`config.mk`:
```
export PLATFORM = sky130hd
export DESIGN_NAME = bfs_seq
export DESIGN_NICKNAME = d
export VERILOG_FILES = /design/src/bfs_pkg.sv /design/src/bfs_seq.sv
export SDC_FILE = /design/constraint.sdc
export NUM_CORES = 2
export LEC_CHECK = 0
export BUFFER_PORTS_ARGS = -buffer_cell sky130_fd_sc_hd__buf_2
export CORE_ASPECT_RATIO = 0.8
export CORE_MARGIN = 1.5
export CORE_UTILIZATION = 62
export CTS_BUF_LIST = sky130_fd_sc_hd__clkbuf_8
export DETAILED_ROUTE_END_ITERATION = 7
export MAX_ROUTING_LAYER = met4
export PLACE_DENSITY = 0.79
export SYNTH_ARGS = -nofsm -noshare
export SYNTH_HDL_FRONTEND = slang
export SYNTH_SLANG_ARGS = --single-unit
```
`constraint.sdc`:
```
create_clock -name aclk -period 10.8 [get_ports aclk]
set_input_delay 1.08 -clock aclk [delete_from_list [all_inputs] [get_ports aclk]]
set_output_delay 1.08 -clock aclk [all_outputs]
set_load 0.005 [all_outputs]
```
`src/bfs_pkg.sv`:
```
// Shared types, widths and constants of the 3x3 box-filter smoother.
// Used by every module of the block; no dependencies.
package bfs_pkg;

    // Field and register widths
    localparam int SAMPLE_W = 16;
    localparam int FW_W     = 11;
    localparam int FH_W     = 16;

    // Default line store depth and register reset values
    localparam int           MAX_WIDTH_DEF    = 1024;
    localparam logic [FW_W-1:0] FW_RESET      = 11'd1024;
    localparam logic [FH_W-1:0] FH_RESET      = 16'd1024;
    localparam int           MIN_SIZE         = 3;

    // Register indexes on the configuration port
    localparam logic REG_FRAME_WIDTH  = 1'b0;
    localparam logic REG_FRAME_HEIGHT = 1'b1;

    // Input item kinds
    localparam logic OP_SAMPLE = 1'b0;
    localparam logic OP_FLUSH  = 1'b1;

    // Window sum and divide-by-nine by reciprocal multiplication
    localparam int SUM_W       = 20;
    localparam int MAG_W       = 19;
    localparam int RECIP_W     = 18;
    localparam int RECIP_SHIFT = 21;
    localparam int PROD_W      = MAG_W + RECIP_W;
    localparam logic [RECIP_W-1:0] RECIP_9 = 18'd233017;

    // Sequencer states
    typedef enum logic [2:0] {
        ST_CLEAR,
        ST_EFF,
        ST_MUL,
        ST_DIV,
        ST_RUN
    } seq_state_t;

    // Per-item control decided at acceptance
    typedef struct packed {
        logic valid;
        logic is_sample;
        logic emit;
        logic use_mean;
        logic frame_end;
    } item_ctl_t;

endpackage

```
`src/bfs_seq.sv`:
```
// Position sequencer: input and output raster counters, line store clear
// pass, size recompute after configuration and a bit-serial divider.
// Depends on bfs_pkg.
module bfs_seq #(
    parameter int MAX_WIDTH = bfs_pkg::MAX_WIDTH_DEF,
    parameter int COL_W     = $clog2(bfs_pkg::MAX_WIDTH_DEF),
    parameter int WID_W     = $clog2(bfs_pkg::MAX_WIDTH_DEF + 1),
    parameter int POS_W     = $clog2(bfs_pkg::MAX_WIDTH_DEF + 1) + bfs_pkg::FH_W
) (
    input  logic                        aclk,
    input  logic                        aresetn,
    input  logic                        cfg_wr,
    input  logic [bfs_pkg::FW_W-1:0]    fw,
    input  logic [bfs_pkg::FH_W-1:0]    fh,
    input  logic                        accept,
    input  logic                        op,
    output logic                        busy,
    output logic [COL_W-1:0]            rd_col,
    output bfs_pkg::item_ctl_t          ctl0,
    output logic                        clr_en,
    output logic [COL_W-1:0]            clr_addr
);

    localparam int CNT_W = $clog2(POS_W + 1);
    localparam int FH_W  = bfs_pkg::FH_W;

    bfs_pkg::seq_state_t state_reg, state_next;

    logic [COL_W-1:0] clr_cnt_reg;
    logic [WID_W-1:0] w_reg;
    logic [FH_W-1:0]  h_reg;
    logic [COL_W-1:0] col_raw_reg, col_reg;
    logic [FH_W-1:0]  row_raw_reg, row_reg;
    logic [POS_W-1:0] n_reg, total_m1_reg, pos_reg, orow_reg;
    logic [COL_W-1:0] ocol_reg;
    logic [WID_W-1:0] div_rem_reg;
    logic [POS_W-1:0] div_quot_reg;
    logic [CNT_W-1:0] div_cnt_reg;

    // Effective sizes from the raw registers
    logic [31:0]      fw_ext;
    logic [WID_W-1:0] eff_w;
    logic [FH_W-1:0]  eff_h;

    assign fw_ext = 32'(fw);
    always_comb begin
        if (fw_ext < 32'(bfs_pkg::MIN_SIZE)) begin
            eff_w = WID_W'(bfs_pkg::MIN_SIZE);
        end else if (fw_ext > 32'(MAX_WIDTH)) begin
            eff_w = WID_W'(MAX_WIDTH);
        end else begin
            eff_w = WID_W'(fw_ext);
        end
        eff_h = (fh < FH_W'(bfs_pkg::MIN_SIZE)) ? FH_W'(bfs_pkg::MIN_SIZE) : fh;
    end

    // Wrapped input position and frame size products
    logic [COL_W-1:0] col_wrap;
    logic [FH_W-1:0]  row_wrap;
    logic [POS_W-1:0] n_calc, total_calc;

    assign col_wrap   = (WID_W'(col_raw_reg) >= w_reg) ? '0 : col_raw_reg;
    assign row_wrap   = (row_raw_reg >= h_reg) ? '0 : row_raw_reg;
    assign n_calc     = POS_W'(row_wrap) * POS_W'(w_reg) + POS_W'(col_wrap);
    assign total_calc = POS_W'(h_reg) * POS_W'(w_reg);

    // One restoring divide step of out_position by the width
    logic [WID_W:0]   rem_sh, rem_sub;
    logic             div_ge;
    logic [WID_W-1:0] rem_new;
    logic [POS_W-1:0] quot_new;

    assign rem_sh   = {div_rem_reg, div_quot_reg[POS_W-1]};
    assign div_ge   = rem_sh >= {1'b0, w_reg};
    assign rem_sub  = rem_sh - {1'b0, w_reg};
    assign rem_new  = div_ge ? rem_sub[WID_W-1:0] : rem_sh[WID_W-1:0];
    assign quot_new = {div_quot_reg[POS_W-2:0], div_ge};

    // Per-item decisions
    logic [POS_W-1:0] w_pos, h_pos;
    logic             draining, is_sample, emit, interior, frame_end;
    logic             col_last, row_last, ocol_last;

    assign w_pos     = POS_W'(w_reg);
    assign h_pos     = POS_W'(h_reg);
    assign draining  = pos_reg > n_reg;
    assign is_sample = (op == bfs_pkg::OP_SAMPLE);
    assign emit      = draining || (is_sample && (n_reg >= w_pos + POS_W'(1)));
    assign interior  = (orow_reg != '0) && (orow_reg < h_pos - POS_W'(1))
                    && (ocol_reg != '0) && (WID_W'(ocol_reg) < w_reg - WID_W'(1));
    assign frame_end = pos_reg >= total_m1_reg;
    assign col_last  = (WID_W'(col_reg) + WID_W'(1)) >= w_reg;
    assign row_last  = ({1'b0, row_reg} + 17'd1) >= {1'b0, h_reg};
    assign ocol_last = (WID_W'(ocol_reg) + WID_W'(1)) >= w_reg;

    always_comb begin
        ctl0.valid     = accept;
        ctl0.is_sample = is_sample;
        ctl0.emit      = emit;
        ctl0.use_mean  = is_sample && !draining && interior;
        ctl0.frame_end = frame_end;
    end

    assign rd_col   = col_reg;
    assign clr_addr = clr_cnt_reg;

    // Next state and outputs
    always_comb begin
        state_next = state_reg;
        busy       = 1'b1;
        clr_en     = 1'b0;
        unique case (state_reg)
            bfs_pkg::ST_CLEAR: begin
                clr_en = 1'b1;
                if (clr_cnt_reg == COL_W'(MAX_WIDTH - 1)) begin
                    state_next = bfs_pkg::ST_EFF;
                end
            end
            bfs_pkg::ST_EFF: begin
                state_next = bfs_pkg::ST_MUL;
            end
            bfs_pkg::ST_MUL: begin
                state_next = bfs_pkg::ST_DIV;
            end
            bfs_pkg::ST_DIV: begin
                if (div_cnt_reg == CNT_W'(1)) begin
                    state_next = bfs_pkg::ST_RUN;
                end
            end
            bfs_pkg::ST_RUN: begin
                busy = 1'b0;
            end
            default: begin
                state_next = bfs_pkg::ST_EFF;
            end
        endcase
        // A register write outside the clear pass restarts the recompute
        if (cfg_wr && state_reg != bfs_pkg::ST_CLEAR) begin
            state_next = bfs_pkg::ST_EFF;
        end
    end

    always_ff @(posedge aclk) begin
        if (!aresetn) begin
            state_reg <= bfs_pkg::ST_CLEAR;
        end else begin
            state_reg <= state_next;
        end
    end

    // Counters and recompute datapath
    always_ff @(posedge aclk) begin
        if (!aresetn) begin
            clr_cnt_reg  <= '0;
            w_reg        <= WID_W'(MAX_WIDTH);
            h_reg        <= bfs_pkg::FH_RESET;
            col_raw_reg  <= '0;
            col_reg      <= '0;
            row_raw_reg  <= '0;
            row_reg      <= '0;
            n_reg        <= '0;
            total_m1_reg <= '0;
            pos_reg      <= '0;
            orow_reg     <= '0;
            ocol_reg     <= '0;
            div_rem_reg  <= '0;
            div_quot_reg <= '0;
            div_cnt_reg  <= '0;
        end else begin
            unique case (state_reg)
                bfs_pkg::ST_CLEAR: begin
                    clr_cnt_reg <= clr_cnt_reg + COL_W'(1);
                end
                bfs_pkg::ST_EFF: begin
                    w_reg <= eff_w;
                    h_reg <= eff_h;
                end
                bfs_pkg::ST_MUL: begin
                    col_reg      <= col_wrap;
                    row_reg      <= row_wrap;
                    n_reg        <= n_calc;
                    total_m1_reg <= total_calc - POS_W'(1);
                    div_rem_reg  <= '0;
                    div_quot_reg <= pos_reg;
                    div_cnt_reg  <= CNT_W'(POS_W);
                end
                bfs_pkg::ST_DIV: begin
                    div_rem_reg  <= rem_new;
                    div_quot_reg <= quot_new;
                    div_cnt_reg  <= div_cnt_reg - CNT_W'(1);
                    if (div_cnt_reg == CNT_W'(1)) begin
                        orow_reg <= quot_new;
                        ocol_reg <= COL_W'(rem_new);
                    end
                end
                bfs_pkg::ST_RUN: begin
                    if (accept) begin
                        // Any item makes the wrapped input position stick
                        col_raw_reg <= col_reg;
                        row_raw_reg <= row_reg;
                        if (is_sample) begin
                            if (col_last) begin
                                col_reg     <= '0;
                                col_raw_reg <= '0;
                                if (row_last) begin
                                    row_reg     <= '0;
                                    row_raw_reg <= '0;
                                    n_reg       <= '0;
                                end else begin
                                    row_reg     <= row_reg + FH_W'(1);
                                    row_raw_reg <= row_reg + FH_W'(1);
                                    n_reg       <= n_reg + POS_W'(1);
                                end
                            end else begin
                                col_reg     <= col_reg + COL_W'(1);
                                col_raw_reg <= col_reg + COL_W'(1);
                                n_reg       <= n_reg + POS_W'(1);
                            end
                        end
                        // Advance the output position on each result
                        if (emit) begin
                            if (frame_end) begin
                                pos_reg  <= '0;
                                orow_reg <= '0;
                                ocol_reg <= '0;
                            end else begin
                                pos_reg <= pos_reg + POS_W'(1);
                                if (ocol_last) begin
                                    ocol_reg <= '0;
                                    orow_reg <= orow_reg + POS_W'(1);
                                end else begin
                                    ocol_reg <= ocol_reg + COL_W'(1);
                                end
                            end
                        end
                    end
                end
                default: begin
                    clr_cnt_reg <= '0;
                end
            endcase
        end
    end

    // Checks on the sequencer
    a_accept_run: assert property (@(posedge aclk) disable iff (!aresetn)
        accept |-> state_reg == bfs_pkg::ST_RUN)
        else $error("item accepted outside run state");

    a_col_in_range: assert property (@(posedge aclk) disable iff (!aresetn)
        state_reg == bfs_pkg::ST_RUN |-> (WID_W'(col_reg) < w_reg && row_reg < h_reg))
        else $error("input position outside frame");

    a_index_match: assert property (@(posedge aclk) disable iff (!aresetn)
        state_reg == bfs_pkg::ST_RUN
        |-> n_reg == POS_W'(row_reg) * POS_W'(w_reg) + POS_W'(col_reg))
        else $error("raster index out of step with row and column");

    a_cfg_restart: assert property (@(posedge aclk) disable iff (!aresetn)
        (cfg_wr && state_reg != bfs_pkg::ST_CLEAR) |=> state_reg == bfs_pkg::ST_EFF)
        else $error("register write did not restart recompute");

endmodule

```
## After elaboration in Yosys (flattened, before gate mapping)

Index checks and enable logic that the tools add are counted.

- Add/sub/neg operators: 17
- Bitwise logic cells: 3
- Equal/unequal tests: 15
- Reductions and logical operators: 26
- Order comparisons: 14
- Multiply operators: 2
- Mux-type cells: 43

Operators with widths:

| operator | number |
|---|---|
| $mux 27 | 10 |
| $pmux 27 s2 | 3 |
| $mux 16 | 6 |
| $mux 10 | 9 |
| $add 27x1->27 const B | 3 |
| $pmux 10 s2 | 3 |
| $mul 16x11->27 | 2 |
| $mux 11 | 3 |
| $pmux 16 s2 | 1 |
| $add 10x1->10 const B | 3 |
| $add 27x10->27 | 1 |
| $ge 27x12->1 | 1 |
| $ge 27x27->1 | 1 |
| $gt 27x27->1 | 1 |
| $lt 27x27->1 | 1 |
| $reduce_bool 27->1 | 1 |
| $sub 27x1->27 const B | 1 |
| $add 10x1->11 const B | 2 |
| $ge 11x11->1 | 2 |
| $pmux 11 s2 | 1 |
| $add 16x1->17 const B | 1 |
| $ge 17x16->1 | 1 |
| $sub 16x1->17 const B | 1 |
| $add 16x1->16 const B | 1 |
| 36 further kinds | 61 |

- Bits of input ports: 32
- Register bits after elaboration: 253
- Word-level logic and storage cells: 137
- Output and inout bits: 27

## Longest topological paths before layout

- Depth after elaboration: 7
- Mapped depth: 31
- Gate-level depth less buffers: 28

## Worst setup path before layout

No wires, ideal clock.

- Path type: register to register
- From: reg h_reg[9]
- To: reg n_reg[17]
- Data required time: 10.680 ns
- Period minus slack after synthesis: 7.496 ns
- Library setup time: 0.120 ns
- Stages on the path, launching flop included: 30
- Arrival: 7.376 ns
- Path buffers: 3
- Path slack: 3.304 ns
- Path through: dfxtp_1 > clkbuf_1 > inv_1 > ha_1 > a21o_1 > a21o_1 > a211oi_1 > o21ai_0 > a221oi_1 > clkbuf_1 > and2_1 > clkbuf_1 > nand2_1 > fa_1 > inv_1 > fa_1 > fa_1 > fa_1 > inv_1 > fa_1 > inv_1 > ha_1 > and3_1 > nand3_1 > nand3_1 > a41o_1 > a22o_1 > a211oi_1 > nor3_1 > o31a_1

- Word-level cells in the longest chain between the ends: 6
- Elaborated cells between the ends (all ways): 10
- Classes of those cells: add/sub: 1; mul: 1; order compare: 2; mux: 6

RTL lines:

| what | line | source |
|---|---|---|
| start: declaration | bfs_seq.sv:31 | `logic [FH_W-1:0] h_reg;` |
| start signal: assignment | bfs_seq.sv:156 | `h_reg <= bfs_pkg::FH_RESET;` |
| start signal: assignment | bfs_seq.sv:176 | `h_reg <= eff_h;` |
| branches (longest 5 deep; another with $mul 16x11->27) | -- |  |
| $pmux 27 s2 (*) | bfs_seq.sv:170 | `unique case (state_reg)` |
| end signal: assignment | bfs_seq.sv:181 | `n_reg <= n_calc;` |
| end signal: assignment | bfs_seq.sv:212 | `n_reg <= n_reg + POS_W'(1);` |
| end signal: assignment | bfs_seq.sv:217 | `n_reg <= n_reg + POS_W'(1);` |
| end: declaration | bfs_seq.sv:34 | `logic [POS_W-1:0] n_reg, total_m1_reg, pos_reg, orow_reg;` |

Every way passes the cells marked *. The select of a mux whose other input is x is not followed.
A chain may end at the register's enable or synchronous reset.

## Worst setup path in the final report

- From: reg h_reg[10]
- To: reg n_reg[25]

The elaborated chain is that of the path after synthesis.

==> results.md <==
* GRT overflow at 0
* Number of port buffers at 58
* Ys Warns at 0
* Die height at 199 um
* Global-route wire length before repair at 148 mm
* Syn Inst Count at 3705
* Die area at 49200 um2
* Slew Viols, Final at 0
* Final Hold Fails at 0
* Yosys top cell by area: fa_1
* Rel. slew slack at approximately 17%
* Die width at 248 um
* Site Rows at 71
* Remaining DRCs at 0
* Worst-path fanout max at 42
* Total detailed-routing wirelength at 92.9 mm
* Via Count at 27600
* CTS buffer count at 47
* Nets at 4294
* Share of layout cells above drive strength 1 at 6.33%
* Max H-tree Level at 2
* Worst vdd ir at about 0.086 mV
* Clock transition at path regs at 0.06 ns
* Yosys cell types at 83
* Outcome: finished clean
* Clock Skew at 0.0418 ns
* CTS sink count at 253
* All-Layer GR Usage at 39.9%
* Crit start category: flop
* Post-layout min period at about 8.1 ns
* CTS Root Cell: clkbuf_8
* Final setup vio count at 0
* Top-count cell post-synth: nand2_1
* DP Wirelength at 69.6 mm
* Crit Path Class: reg2reg
* Vias in the first global route at 26700
* Filler cells at 4096
* Drt wl/cell at 21.5 um
* Maxcap violations at 0
* Post-Syn Nets at roughly 4300
* Synth async-reset ratio at 0%
* Post-synthesis sequential area ratio at 17.1%
* Min-delay worst type: reg2reg
* Initial Util at 63.0%
* Syn-to-layout area delta at 6.04%
* Top FF cell, synth: dfxtp_1
* Dpl cell area at 30400 um2
* CTS tree: yes
* Max Root-Sink Buffers at 3
* Final non-filler cell area at 31500 um2
* Hold buffers post-CTS at 0
* Initial antenna violation count at 4
* Vias per inst at 6.38
* Crit path capture type: flop
* Pin count of the biggest net entering global routing at 110
* GPL Wtd Cong at roughly 1
* CTS resizes at 0
* Mapped cell area at roughly 30000 um2
* Worst skew pair latency at approximately 0.67 ns
* CORE AREA at 47100 um2
* Drt initial violations at 2821
* Avg Inst Size Synth at between 8 and 9 um2
* Post-synthesis register bit count at 253
* Period utilization at 75.3%
* Remaining antenna violation count after routing at 0
* Top cells by area, synth: fa_1, dfxtp_1, ha_1
* First drt pass iteration count at 5
* Fmax at between 0.1 and 0.15 GHz
* PwrDens at 64.9 nW/um2
* Number of synthesized flops with an enable pin at 0
* Required time of the critical path at 11.32 ns
* Setup bufs post-CTS at 0
* Num ports at between 50 and 60
* RSZ-0062 raised after global routing: no
* P_leak at roughly 14 nW
* CP Data Arrival Time at just under 9 ns
* R2R Setup Slk at 2.67 ns
* Top cell type's share of synthesized area at 18.2%
* TNS Setup at 0 ns
* Tightest Pin Transition at 1.23 ns
* Synth cell count leaders: nand2_1, inv_1, ha_1, nor2_1, fa_1
per-stage QoR:
stage	hold WS [ns]	std cells	setup WS, ns	power, mW	util (%)
4_1_cts	0.460	4316	2.71	2.04	66.8
3_5_place_dp	0.449	4230	2.71	0.995	64.5
5_1_grt	0.477	4321	2.17	2.08	66.8
2_1_floorplan	0.432	3705	3.30	0.977	-
3_3_place_gp	0.443	4230	2.95	0.995	64.5
6_report	0.456	4322	2.67	2.04	66.8
kinds of logic (layout without fill, tap and decap cells):
| group | after synthesis | count (layout) | share of synthesized area (%) |
|---|---|---|---|
| adders and majority gates | 603 | 603 | 32.2 |
| buffers and inverters | 645 | 636 | 8.31 |
| AOI/OAI and AO/OA | 743 | 743 | 16.7 |
| xor gates and xnor gates | 124 | 124 | 3.66 |
| and+or+nand+nor | 1299 | 1299 | 20.6 |
| other | 0 | 6 | 0 |
| DFF | 253 | 253 | 17.1 |
| muxes | 38 | 38 | 1.34 |
area by class of cell:
type	instances	area, um2	area share, %
multi-input cells	2807	22200	70.5
flip-flops and latches	253	5070	16.1
inverters	438	1650	5.24
clock buffers	61	840	2.67
well taps	620	776	2.47
repair buffers	112	696	2.21
clock inverters	25	224	0.712
diodes	6	15.0	0.0477
critical path: stages, from the launching register on:
cell	delay (ns)
dfxtp_1	0.54
clkinv_1	0.39
ha_1	0.42
a21o_1	0.16
a211oi_1	0.21
o21ai_0	0.19
a221oi_4	0.47
buf_4	0.37
and2_1	0.37
nand2_1	0.13
fa_1	0.56
inv_1	0.05
fa_1	0.48
fa_1	0.52
fa_1	0.55
inv_1	0.06
fa_1	0.53
inv_1	0.04
ha_1	0.37
and3_1	0.27
nand3_1	0.10
nand3_1	0.09
a41o_1	0.20
a22oi_1	0.17
o211a_1	0.29
o311ai_0	0.28
o211ai_1	0.14
layout by cell type (no fill, tap or decap), drive strengths merged, types with 14 or more instances in the layout:
cell / Yosys / final
nand4: 64 / 64
dfxtp: 253 / 253
nor3: 65 / 65
a221oi: 20 / 20
buf: 40 / 112
clkbuf: 167 / 61
nand3b: 17 / 17
and3: 117 / 117
nand3: 114 / 114
a32o: 14 / 14
a22oi: 49 / 49
clkinv: 7 / 16
a21o: 50 / 50
nand2b: 21 / 21
nor4: 36 / 36
inv: 431 / 441
a311oi: 14 / 14
nor2b: 18 / 18
o21ai: 105 / 105
a31oi: 36 / 36
xnor2: 97 / 97
fa: 269 / 269
nand2: 484 / 484
xor2: 27 / 27
o21a: 18 / 18
o211ai: 29 / 29
and2: 38 / 38
o31ai: 23 / 23
mux2i: 31 / 31
ha: 334 / 334
nor2: 272 / 272
a21oi: 213 / 213
a211oi: 70 / 70
worst paths after layout:
check | end | cells after the start | from
setup / recovery | n_reg[25]$_SDFFE_PN0P_ | 26 | h_reg[10]$_SDFFE_PN1P_
hold / removal | total_m1_reg[9]$_SDFFE_PN0P_ | 2 | total_m1_reg[9]$_SDFFE_PN0P_
setup reg to reg | n_reg[25]$_SDFFE_PN0P_ | 26 | h_reg[10]$_SDFFE_PN1P_
hold reg to reg | total_m1_reg[9]$_SDFFE_PN0P_ | 2 | total_m1_reg[9]$_SDFFE_PN0P_
routing by layer:
layer | vias to the layer above | share of wire (%) | track usage [%]
li1 | 12700 | - | -
met1 | 13200 | 41 | 52.1
met2 | 1451 | 42 | 57.0
met3 | 275 | 12 | 11.5
met4 | 0 | 4.8 | 18.4
met5 | - | 0 | -
power by group:
part	switching, mW	leakage [nW]	internal [mW]
Combinational	0.0308	11.0	0.00939
Sequential	0.00138	2.04	0.934
Clock	0.478	0.572	0.586
Total	0.510	13.6	1.53
No activity file was read; power rests on OpenSTA's default activity.
