## config.mk

```make
export PLATFORM = sky130hd
export DESIGN_NAME = bfs_window
export DESIGN_NICKNAME = d
export VERILOG_FILES = /design/src/bfs_pkg.sv /design/src/bfs_window.sv
export SDC_FILE = /design/constraint.sdc
export NUM_CORES = 1
export LEC_CHECK = 0
export BUFFER_PORTS_ARGS = -buffer_cell sky130_fd_sc_hd__buf_2
export CAP_MARGIN = 20
export CORE_UTILIZATION = 47
export DETAILED_ROUTE_END_ITERATION = 8
export PLACE_DENSITY = 0.7
export REMOVE_ABC_BUFFERS = 1
export SETUP_SLACK_MARGIN = 0.3
export SLEW_MARGIN = 20
export SYNTH_ARGS = -nofsm -noshare
export SYNTH_HDL_FRONTEND = slang
export SYNTH_SLANG_ARGS = --single-unit
export TNS_END_PERCENT = 10
```

## constraint.sdc

```tcl
create_clock -name aclk -period 10.9 [get_ports aclk]
set_input_delay 1.09 -clock aclk [delete_from_list [all_inputs] [get_ports aclk]]
set_output_delay 1.09 -clock aclk [all_outputs]
set_load 0.005 [all_outputs]
```

## src/bfs_pkg.sv

```systemverilog
// Shared types, widths and constants of the 3x3 box-filter smoother.
// Used by every module of the block; no dependencies.
package bfs_pkg;

    // Field and register widths
    localparam int SAMPLE_W = 16;
    localparam int FW_W     = 11;
    localparam int FH_W     = 16;

    // Default line store depth and register reset values
    localparam int           MAX_WIDTH_DEF    = 1024;
    localparam logic [FW_W-1:0] FW_RESET      = 11'd1024;
    localparam logic [FH_W-1:0] FH_RESET      = 16'd1024;
    localparam int           MIN_SIZE         = 3;

    // Register indexes on the configuration port
    localparam logic REG_FRAME_WIDTH  = 1'b0;
    localparam logic REG_FRAME_HEIGHT = 1'b1;

    // Input item kinds
    localparam logic OP_SAMPLE = 1'b0;
    localparam logic OP_FLUSH  = 1'b1;

    // Window sum and divide-by-nine by reciprocal multiplication
    localparam int SUM_W       = 20;
    localparam int MAG_W       = 19;
    localparam int RECIP_W     = 18;
    localparam int RECIP_SHIFT = 21;
    localparam int PROD_W      = MAG_W + RECIP_W;
    localparam logic [RECIP_W-1:0] RECIP_9 = 18'd233017;

    // Sequencer states
    typedef enum logic [2:0] {
        ST_CLEAR,
        ST_EFF,
        ST_MUL,
        ST_DIV,
        ST_RUN
    } seq_state_t;

    // Per-item control decided at acceptance
    typedef struct packed {
        logic valid;
        logic is_sample;
        logic emit;
        logic use_mean;
        logic frame_end;
    } item_ctl_t;

endpackage

```

## src/bfs_window.sv

```systemverilog
// Window datapath: line store write-back, 3x3 window registers, nine-way
// sum, divide by nine by reciprocal multiplication and the output register.
// Depends on bfs_pkg.
module bfs_window #(
    parameter int COL_W = $clog2(bfs_pkg::MAX_WIDTH_DEF)
) (
    input  logic                                aclk,
    input  logic                                aresetn,
    input  logic                                adv,
    input  bfs_pkg::item_ctl_t                  ctl0,
    input  logic [COL_W-1:0]                    col0,
    input  logic signed [bfs_pkg::SAMPLE_W-1:0] sample0,
    input  logic signed [bfs_pkg::SAMPLE_W-1:0] top_rd,
    input  logic signed [bfs_pkg::SAMPLE_W-1:0] mid_rd,
    output logic                                wb_en,
    output logic [COL_W-1:0]                    wb_col,
    output logic signed [bfs_pkg::SAMPLE_W-1:0] wb_sample,
    output logic                                out_valid,
    output logic [bfs_pkg::SAMPLE_W-1:0]        out_data,
    output logic                                out_last
);

    localparam int SW = bfs_pkg::SAMPLE_W;

    bfs_pkg::item_ctl_t s1_ctl_reg, s2_ctl_reg, s3_ctl_reg, s4_ctl_reg;
    logic [COL_W-1:0]   s1_col_reg;
    logic signed [SW-1:0] s1_sample_reg;
    logic signed [SW-1:0] win_reg [9];
    logic signed [bfs_pkg::SUM_W-1:0] sum_reg;
    logic [bfs_pkg::PROD_W-1:0]       prod_reg;
    logic                             neg_reg;
    logic                             out_valid_reg, out_last_reg;
    logic [SW-1:0]                    out_data_reg;

    logic s1_shift;
    assign s1_shift  = adv && s1_ctl_reg.valid && s1_ctl_reg.is_sample;
    assign wb_en     = s1_shift;
    assign wb_col    = s1_col_reg;
    assign wb_sample = s1_sample_reg;

    // Stage control and the output register
    always_ff @(posedge aclk) begin
        if (!aresetn) begin
            s1_ctl_reg    <= '0;
            s2_ctl_reg    <= '0;
            s3_ctl_reg    <= '0;
            s4_ctl_reg    <= '0;
            out_valid_reg <= 1'b0;
        end else if (adv) begin
            s1_ctl_reg    <= ctl0;
            s2_ctl_reg    <= s1_ctl_reg;
            s3_ctl_reg    <= s2_ctl_reg;
            s4_ctl_reg    <= s3_ctl_reg;
            out_valid_reg <= s4_ctl_reg.valid && s4_ctl_reg.emit;
        end
    end

    // Shift the window on each sample item
    always_ff @(posedge aclk) begin
        if (!aresetn) begin
            for (int k = 0; k < 9; k++) begin
                win_reg[k] <= '0;
            end
        end else if (s1_shift) begin
            for (int r = 0; r < 3; r++) begin
                win_reg[r*3 + 0] <= win_reg[r*3 + 1];
                win_reg[r*3 + 1] <= win_reg[r*3 + 2];
            end
            win_reg[2] <= top_rd;
            win_reg[5] <= mid_rd;
            win_reg[8] <= s1_sample_reg;
        end
    end

    // Sum the window, split sign and magnitude
    logic signed [bfs_pkg::SUM_W-1:0] sum_acc;
    logic signed [bfs_pkg::SUM_W-1:0] sum_abs;
    always_comb begin
        sum_acc = '0;
        for (int k = 0; k < 9; k++) begin
            sum_acc = sum_acc + bfs_pkg::SUM_W'(win_reg[k]);
        end
        sum_abs = sum_reg[bfs_pkg::SUM_W-1] ? -sum_reg : sum_reg;
    end

    // Quotient and sign for the result
    logic [SW-1:0] quot;
    logic [SW-1:0] mean;
    assign quot = prod_reg[bfs_pkg::RECIP_SHIFT + SW - 1 : bfs_pkg::RECIP_SHIFT];
    assign mean = neg_reg ? (SW'(0) - quot) : quot;

    // Payload pipeline
    always_ff @(posedge aclk) begin
        if (adv) begin
            s1_col_reg    <= col0;
            s1_sample_reg <= sample0;
            sum_reg       <= sum_acc;
            neg_reg       <= sum_reg[bfs_pkg::SUM_W-1];
            prod_reg      <= bfs_pkg::PROD_W'(sum_abs[bfs_pkg::MAG_W-1:0])
                           * bfs_pkg::PROD_W'(bfs_pkg::RECIP_9);
            out_data_reg  <= s4_ctl_reg.use_mean ? mean : '0;
            out_last_reg  <= s4_ctl_reg.frame_end;
        end
    end

    assign out_valid = out_valid_reg;
    assign out_data  = out_data_reg;
    assign out_last  = out_last_reg;

endmodule

```

* Yosys cells after proc, flatten, opt, wreduce, memory -nomap -nowiden
Memories as Yosys holds them, arrays and structs flattened.
Cells that the tools add are included.
** Word-level totals
- Logic and storage cells :: 64
- Output and inout bits :: 45
- Register bits :: 119
- Bits of input ports :: 66
- Memories kept :: 1
- RAM bits :: 144
** Operators by class
- Multiply operators :: 1
- Reductions and logical operators :: 3
- Add/sub/neg operators :: 10
- Mux-type cells :: 15
- Bitwise logic cells :: 9
** Memories
- win_reg :: words 9, width 16, rd ports 9, clocked after Yosys merged registers in 0, wr ports 9, RTL line bfs_window.sv:28 : logic signed [SW-1:0] win_reg [9];
** Operators with widths (count)
- 16-bit 2-to-1 mux :: 10
- 20-bit by 16-bit adder with 20-bit output :: 4
- 19-bit by 18-bit multiplier with 37-bit output, second input constant :: 1
- 19-bit by 16-bit adder with 20-bit output :: 1
- 18-bit by 16-bit adder with 19-bit output :: 1
- 19-bit 2-to-1 mux :: 1
- 19-bit negation :: 1
- 17-bit by 16-bit adder with 18-bit output :: 1
- 16-bit by 16-bit adder with 17-bit output :: 1
- 1-bit by 16-bit subtractor with 16-bit output, first input constant :: 1
- 1-bit bitwise OR :: 9
- 1-bit 2-to-1 mux :: 4
- 1-bit logical AND :: 3

* Longest topological paths before layout
Gate-level depths: netlist of the first run.
An unclocked memory read counts as a cell.
- Depth in word-level cells :: 9
- Gate-level depth with buffers :: 28
- Gate-level depth less buffers :: 27

* Worst setup path after synthesis of the first run
Ideal clock, no wire load.
- Path kind :: reg2reg
- Start point :: reg sum_reg[3] (netlist bit)
- End point :: reg prod_reg[31] (netlist bit) (data pin)
- Data required time :: 10629 ps
- Setup time :: 271 ps
- Path buffers :: 1
- Path slack :: 4270 ps
- Stages on the path, launching flop included :: 24
- Period minus slack after synthesis :: 6630 ps
- Arrival time :: 6359 ps
- Path through :: edfxtp_1 -> nor4_2 -> nand2b_1 -> or3_1 -> nand2b_4 -> o41ai_2 -> xnor2_1 -> inv_2 -> fa_1 -> inv_1 -> ha_1 -> fa_1 -> fa_1 -> fa_1 -> inv_1 -> fa_1 -> inv_1 -> ha_1 -> clkbuf_1 -> a21o_1 -> a311oi_1 -> o31ai_2 -> a211oi_1 -> a211oi_1
** Between the ends
- Cells in the longest elaborated chain, start to end :: 3
** RTL lines
- from (decl) :: RTL line bfs_window.sv:29 : logic signed [bfs_pkg::SUM_W-1:0] sum_reg;
- from (signal assigned) :: RTL line bfs_window.sv:97 : sum_reg <= sum_acc;
- 19-bit negation :: RTL line bfs_window.sv:83 : sum_abs = sum_reg[bfs_pkg::SUM_W-1] ? -sum_reg : sum_reg;
- 19-bit 2-to-1 mux (*) :: RTL line bfs_window.sv:83
- 19-bit by 18-bit multiplier with 37-bit output (*) :: RTL line bfs_window.sv:100 : * bfs_pkg::PROD_W'(bfs_pkg::RECIP_9);
- to (signal assigned) :: RTL line bfs_window.sv:99 : prod_reg <= bfs_pkg::PROD_W'(sum_abs[bfs_pkg::MAG_W-1:0])
- to (decl) :: RTL line bfs_window.sv:30 : logic [bfs_pkg::PROD_W-1:0] prod_reg;
Every way passes the cells marked *; elsewhere a longest branch is shown, timed or not.
A chain may end at the register's enable or synchronous reset.

* Final worst setup path of the first run
- Start point :: reg sum_reg[0] (netlist bit)
- End point :: reg prod_reg[36] (netlist bit) (data pin)
Same word-level chain as after synthesis.

==> impl_metrics.py, run 1 <==
metrics = {
    "status": {
        "run_status": "finished clean",
    },
    "setup_path": {
        "start_kind": "flop",
        "crit_path_end_kind": "flop",
        "required_ps": 11190,
        "path_buf_inv": 6,
        "critPathKind": "flop to flop",
        "reg2regPathDepth": 26,
        "cp.arrival_ps": 7520,
        "rrSetupSlack_ps": 3670,
        "crit_family": "adder cells",
        "cp_slowest_cell": "edfxtp_1",
        "cp_max_fo": 9,
        "r2r_start": "sum_reg[0]",
        "crit_start": "sum_reg[0]",
        "crit_end": "prod_reg[36]",
        "reg2reg_to": "prod_reg[36]",
        "path_depth": 26,
        "crit_top_cell": "inv_1",
        "cp_slowest_stage_delay_ps": 560,
    },
    "logic_synthesis": {
        "netlist_instances": 1415,
        "synth.cell_area_um2": 17800,
        "ys_warn_count": 0,
        "synth_top_area_share": 0.378,
        "ys_types": 66,
        "yosys-top-cells-area": "edfxtp_1, fa_1, ha_1",
        "yosysTopAreaCell": "edfxtp_1",
        "ys_ff_latch": 242,
        "yosysSeqAreaShare": 0.398,
        "avgSynthCellArea_um2": 12.6,
        "synth_edf_count": 224,
        "yosys_most_used_dff": "edfxtp_1",
        "async_flop_share": 0,
    },
    "layout": {
        "mostFrequentLayoutCells": "edfxtp_1, inv_1, fa_1, ha_1, and3_1",
        "final_cells": 2037,
        "drive_gt1_frac": 0.115,
        "area_growth_pct": 11.2,
        "layout_commonest_cell": "edfxtp_1",
        "diodes": 0,
        "largest_reg_flops": 144,
        "final_nets": 1938,
        "finalInstanceArea_um2": 19800,
    },
    "run": {
        "cap_violations": 0,
    },
    "route": {
        "viasPerCell": 5.18,
        "remaining_drc_errors": 0,
        "ant_nets": 0,
        "drtIter0Drc": 503,
        "vias": 10600,
        "drt_pass1_iterations": 5,
        "drt_wl_total_um": 33600,
        "wire_per_inst_um": 16.5,
    },
    "global_routing": {
        "gr-total-overflow": 0,
        "grt_pass1_vias": 11200,
        "grt_max_degree": 115,
        "grt_pass1_wl_um": 56300,
        "antenna_found_initial": 0,
        "grt_use_total": 0.181,
    },
    "floorplanning": {
        "core_area_um2": 37000,
        "die_h_um": 197,
        "die-width_um": 197,
        "rows": 70,
        "dieArea_um2": 38700,
        "ios": 111,
        "initial_utilization": 0.482,
    },
    "clock_network": {
        "clock_sinks": 242,
        "cts_buffer_depth": 3,
        "clk_latency_ps": 560,
        "cts-htree-levels": 1,
        "clk_pin_slew_ps": 60,
        "cts_setup_buffers": 0,
        "ctsResizeCount": 0,
        "root_buffer": "clkbuf_16",
        "tritoncts": "built",
        "numCtsBuffers": 28,
        "postCtsHoldBufs": 0,
    },
    "timing": {
        "setup_tns_ps": 0,
        "max_freq_mhz": 138,
        "finClkSkew_ps": 16.4,
        "tightest_slew_ps": 962,
        "setup_viol": 0,
        "rsz0062_at_grt": "no",
        "fin_crit_ps": 7230,
        "drv_slew": 0,
        "hold_violations": 0,
        "period_share": 0.663,
        "relSlewSlack": 0.359,
    },
    "placement": {
        "dpl.cell_count": 1985,
        "hpwlAfterDp_um": 25900,
        "place.gp.congestion": 0.889,
        "post_dp_cell_area_um2": 18900,
        "portBuffers": 110,
    },
    "worst_hold_path": {
        "min_from": "s4_ctl_reg[0]",
        "hp-class": "flop to flop",
    },
}
==> cell usage after synthesis, drive strengths merged (16+ instances only) <==
master	n
mux2i	18
fa	188
a21oi	39
and2	16
a21o	32
nor2	17
xor2	25
edfxtp	224
and3	154
dfxtp	18
nand2	23
xnor2	48
ha	173
o21ai	27
inv	199
clkbuf	44
nor2b	28
==> per-layer routing <==
layer | vias to the layer above | GRT usage | part of all wire
met5 | - | 0 | 0
met4 | 0 | 0.0454 | 0.020
met3 | 42 | 0.0216 | 0.032
met2 | 188 | 0.317 | 0.49
met1 | 5214 | 0.240 | 0.45
li1 | 5113 | - | -
==> worst min-delay path by stage <==
| stage | end | depth (start not counted) | slack, ps |
|---|---|---|---|
| CTS | out_last | 0 | 440 |
| floorplan | out_last | 0 | 410 |
| detailed placement | out_last | 0 | 420 |
| global placement | out_last | 0 | 420 |
| finish | out_last | 0 | 440 |
| global route | out_last | 0 | 450 |
==> worst reg2reg max path, stage by stage (launching register included) <==
cell,delay [ps]
edfxtp_1,560
inv_1,120
ha_1,180
nand2b_1,130
o41ai_1,320
xor2_1,390
inv_1,160
xnor2_1,160
ha_1,200
o21bai_1,170
ha_1,380
inv_1,80
fa_1,530
inv_1,50
fa_1,500
fa_1,540
inv_1,50
fa_1,520
inv_1,40
ha_1,340
a21oi_1,270
nand2_1,110
a221oi_1,430
a2bb2oi_1,340
o211ai_1,140
a21oi_1,180
xnor2_1,100
==> logic make-up after synthesis <==
logic type,synth area share
flip-flops,0.398
AO/OA/AOI/OAI,0.0706
XOR/XNOR,0.0367
AND/OR/NAND/NOR,0.0998
adder cells (fa/ha/maj),0.333
multiplexers,0.0101
buffers and inverters,0.0522
==> stage by stage <==
stage	hold slack (ps)	utilization	setup WS, ps
floorplan	408	-	3990
detailed placement	418	0.510	3650
global placement	419	0.510	3850
global route	446	0.536	3100
finish	435	0.536	3670
CTS	435	0.536	3630
==> layout make-up <==
class	count	area, um2
fillers	3179	17100
multi-input cells	926	9810
flip-flops and latches	242	7090
inverters	199	747
clock buffers	33	741
well taps	504	631
repair buffers	114	586
clock inverters	19	213
Power of run 1 is left out: the tool's default activity adds up to more than one toggle a clock period on the data nets, which glitch-free logic cannot reach.
==> inputs of run 2 (changes only) <==
--- a/config.mk
+++ b/config.mk
@@ -5,11 +5,12 @@
 export SDC_FILE = /design/constraint.sdc
 export NUM_CORES = 1
 export LEC_CHECK = 0
+export ABC_AREA = 1
 export BUFFER_PORTS_ARGS = -buffer_cell sky130_fd_sc_hd__buf_2
 export CAP_MARGIN = 20
 export CORE_UTILIZATION = 47
 export DETAILED_ROUTE_END_ITERATION = 8
-export PLACE_DENSITY = 0.7
+export PLACE_DENSITY = 0.73
 export REMOVE_ABC_BUFFERS = 1
 export SETUP_SLACK_MARGIN = 0.3
 export SLEW_MARGIN = 20
==> constraint.sdc (replaced) <==
create_clock -name aclk -period 6.05 [get_ports aclk]
set_input_delay 0.605 -clock aclk [delete_from_list [all_inputs] [get_ports aclk]]
set_output_delay 0.605 -clock aclk [all_outputs]
set_load 0.005 [all_outputs]
==> run 2 against run 1 <==
Final area grew 9.2%. Critical endpoint is now prod_reg[21]. Clock skew decreased by 0.60 ps. Register-to-register slack got worse by 3500 ps. Cell count is 21% higher. Non-clock buffer count increased by 100. Via count grew 12%. Largest cell class unchanged. Critical path depth is 2 higher. Flip-flop and latch count stayed put.
==> impl_metrics.py, run 2 <==
metrics = {
    "placement": {
        "dpl.cell_count": 2392,
        "hpwlAfterDp_um": 28100,
        "portBuffers": 110,
        "place.gp.congestion": 0.895,
    },
    "logic_synthesis": {
        "synth_most_common_cell": "inv_1",
        "ys_warn_count": 0,
        "synth_edf_count": 224,
        "yosysTopAreaCell": "edfxtp_1",
        "synth_top_area_share": 0.373,
        "netlist_instances": 1714,
        "ys_ff_latch": 242,
        "yosys-top-cells-area": "edfxtp_1, fa_1, ha_1",
        "ys_types": 44,
        "yosys_most_used_dff": "edfxtp_1",
        "synth.cell_area_um2": 18000,
        "ys_top_cells_by_count": "inv_1, nor2_1, edfxtp_1",
        "avgSynthCellArea_um2": 10.5,
        "async_flop_share": 0,
        "yosysSeqAreaShare": 0.393,
    },
    "layout": {
        "drive_gt1_frac": 0.214,
        "largest_reg_flops": 144,
        "multi_input_area_um2": 10200,
        "fillers": 3125,
        "final_nets": 2361,
        "mostFrequentLayoutCells": "inv_1, edfxtp_1, nor2_1, fa_1, ha_1",
        "seq_area_um2": 7090,
        "layout_commonest_cell": "inv_1",
        "final_cells": 2465,
        "diodes": 0,
        "area_growth_pct": 20.1,
    },
    "timing": {
        "rsz0062_at_grt": "yes",
        "finClkSkew_ps": 15.8,
        "relSlewSlack": 0.403,
        "period_share": 0.977,
        "hold_violations": 0,
        "setup_viol": 0,
        "drv_slew": 0,
        "fin_crit_ps": 5910,
        "tightest_slew_ps": 895,
        "max_freq_mhz": 169,
    },
    "clock_network": {
        "tritoncts": "built",
        "clk_latency_ps": 570,
        "root_buffer": "clkbuf_16",
        "cts-htree-levels": 1,
        "postCtsHoldBufs": 0,
        "numCtsBuffers": 27,
        "cts_buffer_depth": 3,
        "clock_sinks": 242,
        "clk_pin_slew_ps": 60,
    },
    "global_routing": {
        "antenna_found_initial": 0,
        "grt_pass1_wl_um": 59200,
        "gr-total-overflow": 0,
        "grt_max_degree": 76,
        "grt_pass1_vias": 12200,
        "grt_use_total": 0.191,
    },
    "status": {
        "run_status": "finished clean",
    },
    "route": {
        "drt_pass1_iterations": 5,
        "drtIter0Drc": 519,
        "viasPerCell": 4.78,
        "drt_wl_total_um": 36600,
        "ant_nets": 0,
        "wire_per_inst_um": 14.8,
        "remaining_drc_errors": 0,
        "vias": 11800,
    },
    "setup_path": {
        "crit_path_end_kind": "flop",
        "crit_top_cell": "inv_2",
        "cp_max_fo": 3,
        "path_buf_inv": 9,
        "cp.arrival_ps": 6230,
        "start_kind": "flop",
        "required_ps": 6370,
        "critPathKind": "flop to flop",
        "crit_family": "adder cells",
        "crit_start": "sum_reg[3]",
        "reg2regPathDepth": 28,
        "rrSetupSlack_ps": 140,
        "cp_slowest_stage_delay_ps": 560,
        "r2r_start": "sum_reg[3]",
        "cp_slowest_cell": "fa_1",
        "reg2reg_to": "prod_reg[21]",
    },
    "floorplanning": {
        "die-width_um": 198,
        "dieArea_um2": 39100,
        "core_area_um2": 37700,
        "initial_utilization": 0.478,
        "ios": 111,
        "die_h_um": 198,
        "rows": 71,
    },
    "worst_hold_path": {
        "whs_path_depth": 1,
        "hold_path_end": "wb_sample[12]",
        "min_from": "sample0[12]",
        "hp-class": "input pin to flop",
    },
    "run": {
        "cap_violations": 0,
    },
}
[run 2: kinds of logic after synthesis]
kind of cell / count (synthesis) / share of synthesized area
AO/OA/AOI/OAI: 179 / 0.0542
XOR/XNOR: 64 / 0.0340
adder cells (fa/ha/maj): 361 / 0.329
buffers and inverters: 422 / 0.0884
flip-flops: 242 / 0.393
AND/OR/NAND/NOR: 446 / 0.101
[run 2: repair_timing]
action                     in CTS  in global routing
resized for setup              92                 94
buffers inserted               13                 11
hold endpoints to repair        0                  0
gates cloned                    0                  0
setup endpoints to repair      16                 16
pin swaps                      51                 58
[run 2: layout make-up]
cell class                      count  area share
Clock buffer                       35      0.0345
Clock inverter                     14     0.00538
Inverter                          399      0.0692
Multi-Input combinational cell   1050       0.471
Sequential cell                   242       0.327
Tap cell                          511      0.0295
Timing Repair Buffer              214      0.0632
[run 2: stage by stage]
stage	hold WS, ps	setup TNS [ps]	instance area (um2)	setup slack, ps	utilization
floorplan	403	0	17900	4.94	-
global route	185	-675	21600	-108	0.575
finish	205	0	21600	141	0.575
global placement	411	-735	19700	-148	0.524
detailed placement	414	-1860	19700	-280	0.524
CTS	177	0	21100	179	0.561
[run 2: worst register-to-register path: cells and delay by family (launching register included)]
| kind | cells | cell delay [ps] |
|---|---|---|
| flip-flops | 1 | 410 |
| adder cells (fa/ha/maj) | 7 | 2850 |
| AO/OA/AOI/OAI | 3 | 510 |
| AND/OR/NAND/NOR | 6 | 610 |
| XOR/XNOR | 3 | 520 |
| buffers and inverters | 9 | 780 |
[run 2: worst max-delay path by stage]
stage / end / slack, ps / cells after the start
3_5_place_dp: prod_reg[34] / -280 / 27
3_3_place_gp: prod_reg[34] / -150 / 27
6_report: prod_reg[21] / 140 / 28
4_1_cts: prod_reg[29] / 180 / 28
5_1_grt: prod_reg[30] / -110 / 31
2_1_floorplan: prod_reg[34] / 5 / 26
[run 2: layer usage]
metal	track usage	vias to the layer above	share of wire
li1	-	5862	-
met1	0.243	5622	0.44
met2	0.341	230	0.50
met3	0.0255	72	0.031
met4	0.0494	0	0.030
met5	0	-	0
Power of run 2 is left out for the same reason.
==> inputs of run 3 (changes only) <==
==> constraint.sdc (replaced) <==
create_clock -name aclk -period 6.05 [get_ports aclk]
set_input_delay 0.9075 -clock aclk [delete_from_list [all_inputs] [get_ports aclk]]
set_output_delay 0.9075 -clock aclk [all_outputs]
set_load 0.005 [all_outputs]
==> run 3 against run 2 <==
Critical path depth decreased by 1. Register-to-register slack improved by 40 ps. Cell count decreased by 0.45%. Sequential share of layout area increased by 0.37 points. Final area decreased by 1.1%. Wire length decreased by 3.1%. Fmax increased by 0.66%. Non-clock buffer count decreased by 9. First-iteration DRC count decreased by 8.5%. Count of clock-buffer cells in the layout increased by 1. Utilization decreased by 0.64 points. Die area unchanged.
==> impl_metrics.py, run 3 (synthesis results as in run 2) <==
metrics = {
    "status": {
        "run_status": "finished clean",
    },
    "placement": {
        "place.gp.congestion": 0.914,
        "hpwlAfterDp_um": 27400,
        "portBuffers": 110,
    },
    "run": {
        "cap_violations": 0,
    },
    "clock_network": {
        "clock_sinks": 242,
        "clk_pin_slew_ps": 60,
        "cts-htree-levels": 1,
        "clk_latency_ps": 570,
        "root_buffer": "clkbuf_16",
        "cts_buffer_depth": 3,
        "numCtsBuffers": 26,
        "tritoncts": "built",
        "postCtsHoldBufs": 0,
    },
    "setup_path": {
        "crit_top_cell": "nand2_2",
        "cp_slowest_cell": "fa_2",
        "rrSetupSlack_ps": 180,
        "crit_family": "adder cells",
        "start_kind": "flop",
        "required_ps": 6360,
        "path_depth": 27,
        "cp.arrival_ps": 6180,
        "crit_start": "sum_reg[4]",
        "reg2regPathDepth": 27,
        "crit_end": "prod_reg[33]",
        "cp_slowest_stage_delay_ps": 600,
        "cp_max_fo": 4,
        "path_buf_inv": 5,
        "crit_path_end_kind": "flop",
        "reg2reg_to": "prod_reg[33]",
        "r2r_start": "sum_reg[4]",
        "critPathKind": "flop to flop",
    },
    "global_routing": {
        "antenna_found_initial": 0,
        "grt_pass1_wl_um": 58900,
        "grt_max_degree": 145,
        "grt_use_total": 0.189,
        "grt_pass1_vias": 12300,
        "gr-total-overflow": 0,
    },
    "timing": {
        "hold_violations": 0,
        "rsz0062_at_grt": "yes",
        "finClkSkew_ps": 18.3,
        "period_share": 0.970,
        "setup_viol": 0,
        "tightest_slew_ps": 1020,
        "fin_crit_ps": 5870,
        "max_freq_mhz": 170,
        "setup_tns_ps": 0,
        "relSlewSlack": 0.317,
        "drv_slew": 0,
    },
    "layout": {
        "mostFrequentLayoutCells": "inv_1, nor2_1, edfxtp_1, fa_1, ha_1",
        "fillers": 3210,
        "final_nets": 2351,
        "largest_reg_flops": 144,
        "drive_gt1_frac": 0.190,
        "diodes": 0,
        "layout_commonest_cell": "inv_1",
        "area_growth_pct": 18.8,
    },
    "route": {
        "remaining_drc_errors": 0,
        "drtIter0Drc": 475,
        "ant_nets": 0,
        "viasPerCell": 4.72,
        "vias": 11600,
        "drt_pass1_iterations": 8,
        "wire_per_inst_um": 14.4,
        "drt_wl_total_um": 35400,
    },
    "floorplanning": {
        "die_h_um": 198,
        "dieArea_um2": 39100,
        "initial_utilization": 0.478,
        "core_area_um2": 37700,
        "die-width_um": 198,
        "rows": 71,
        "ios": 111,
    },
    "worst_hold_path": {
        "hp-class": "flop to flop",
    },
}
[run 3: cell types whose count changed in the layout (fill, tap and decap cells not counted), moves of 4 or more]
cell	before	now
a21oi_1	52	57
a21oi_4	8	4
buf_4	98	94
buf_6	6	1
inv_1	373	387
inv_2	25	11
nand2_1	118	122
o21ai_0	48	52
[run 3: worst min path at each step]
stage	startpoint	to	slack (ps)	cells after the start
final	s4_ctl_reg[0]	out_last	430	0
after global routing	s4_ctl_reg[0]	out_last	460	0
after CTS	s4_ctl_reg[0]	out_last	440	0
after detailed placement	s4_ctl_reg[0]	out_last	420	0
after global placement	s4_ctl_reg[0]	out_last	420	0
after floorplan	s4_ctl_reg[0]	out_last	400	0
[run 3: final cells by class]
type	count	area, um2	area share
clock buffer	36	749	0.0350
inverter	399	1500	0.0700
tap	511	639	0.0299
multi-input combinational	1050	10000	0.468
clock inverter	11	129	0.00602
timing repair buffer	205	1280	0.0599
sequential	242	7090	0.331
[run 3: per-layer routing]
layer  part of all wire  GRT usage  up-vias  wire length, um
met5                  0          0        -                0
met4              0.033     0.0591        0             1180
met3              0.034     0.0281       67             1190
met2               0.50      0.334      203            17700
met1               0.43      0.239     5479            15400
li1                   -          -     5833                -
[run 3: per-stage QoR]
| step | setup slack (ps) | hold WS (ps) | util | area [um2] | instances |
|---|---|---|---|---|---|
| finish | 180 | 435 | 0.568 | 21400 | 2454 |
| global route | -110 | 457 | 0.568 | 21400 | 2454 |
| CTS | 222 | 436 | 0.563 | 21200 | 2451 |
| detailed placement | -327 | 418 | 0.524 | 19700 | 2391 |
| global placement | -152 | 415 | 0.524 | 19700 | 2391 |
| floorplan | 4.94 | 403 | - | 17900 | 1691 |
[run 3: repair_timing]
item                       in CTS  in global routing
gates resized for setup        97                 36
pin swaps                      60                 21
setup endpoints to repair      16                 16
buffers inserted               13                  3
Power of run 3 is left out for the same reason.
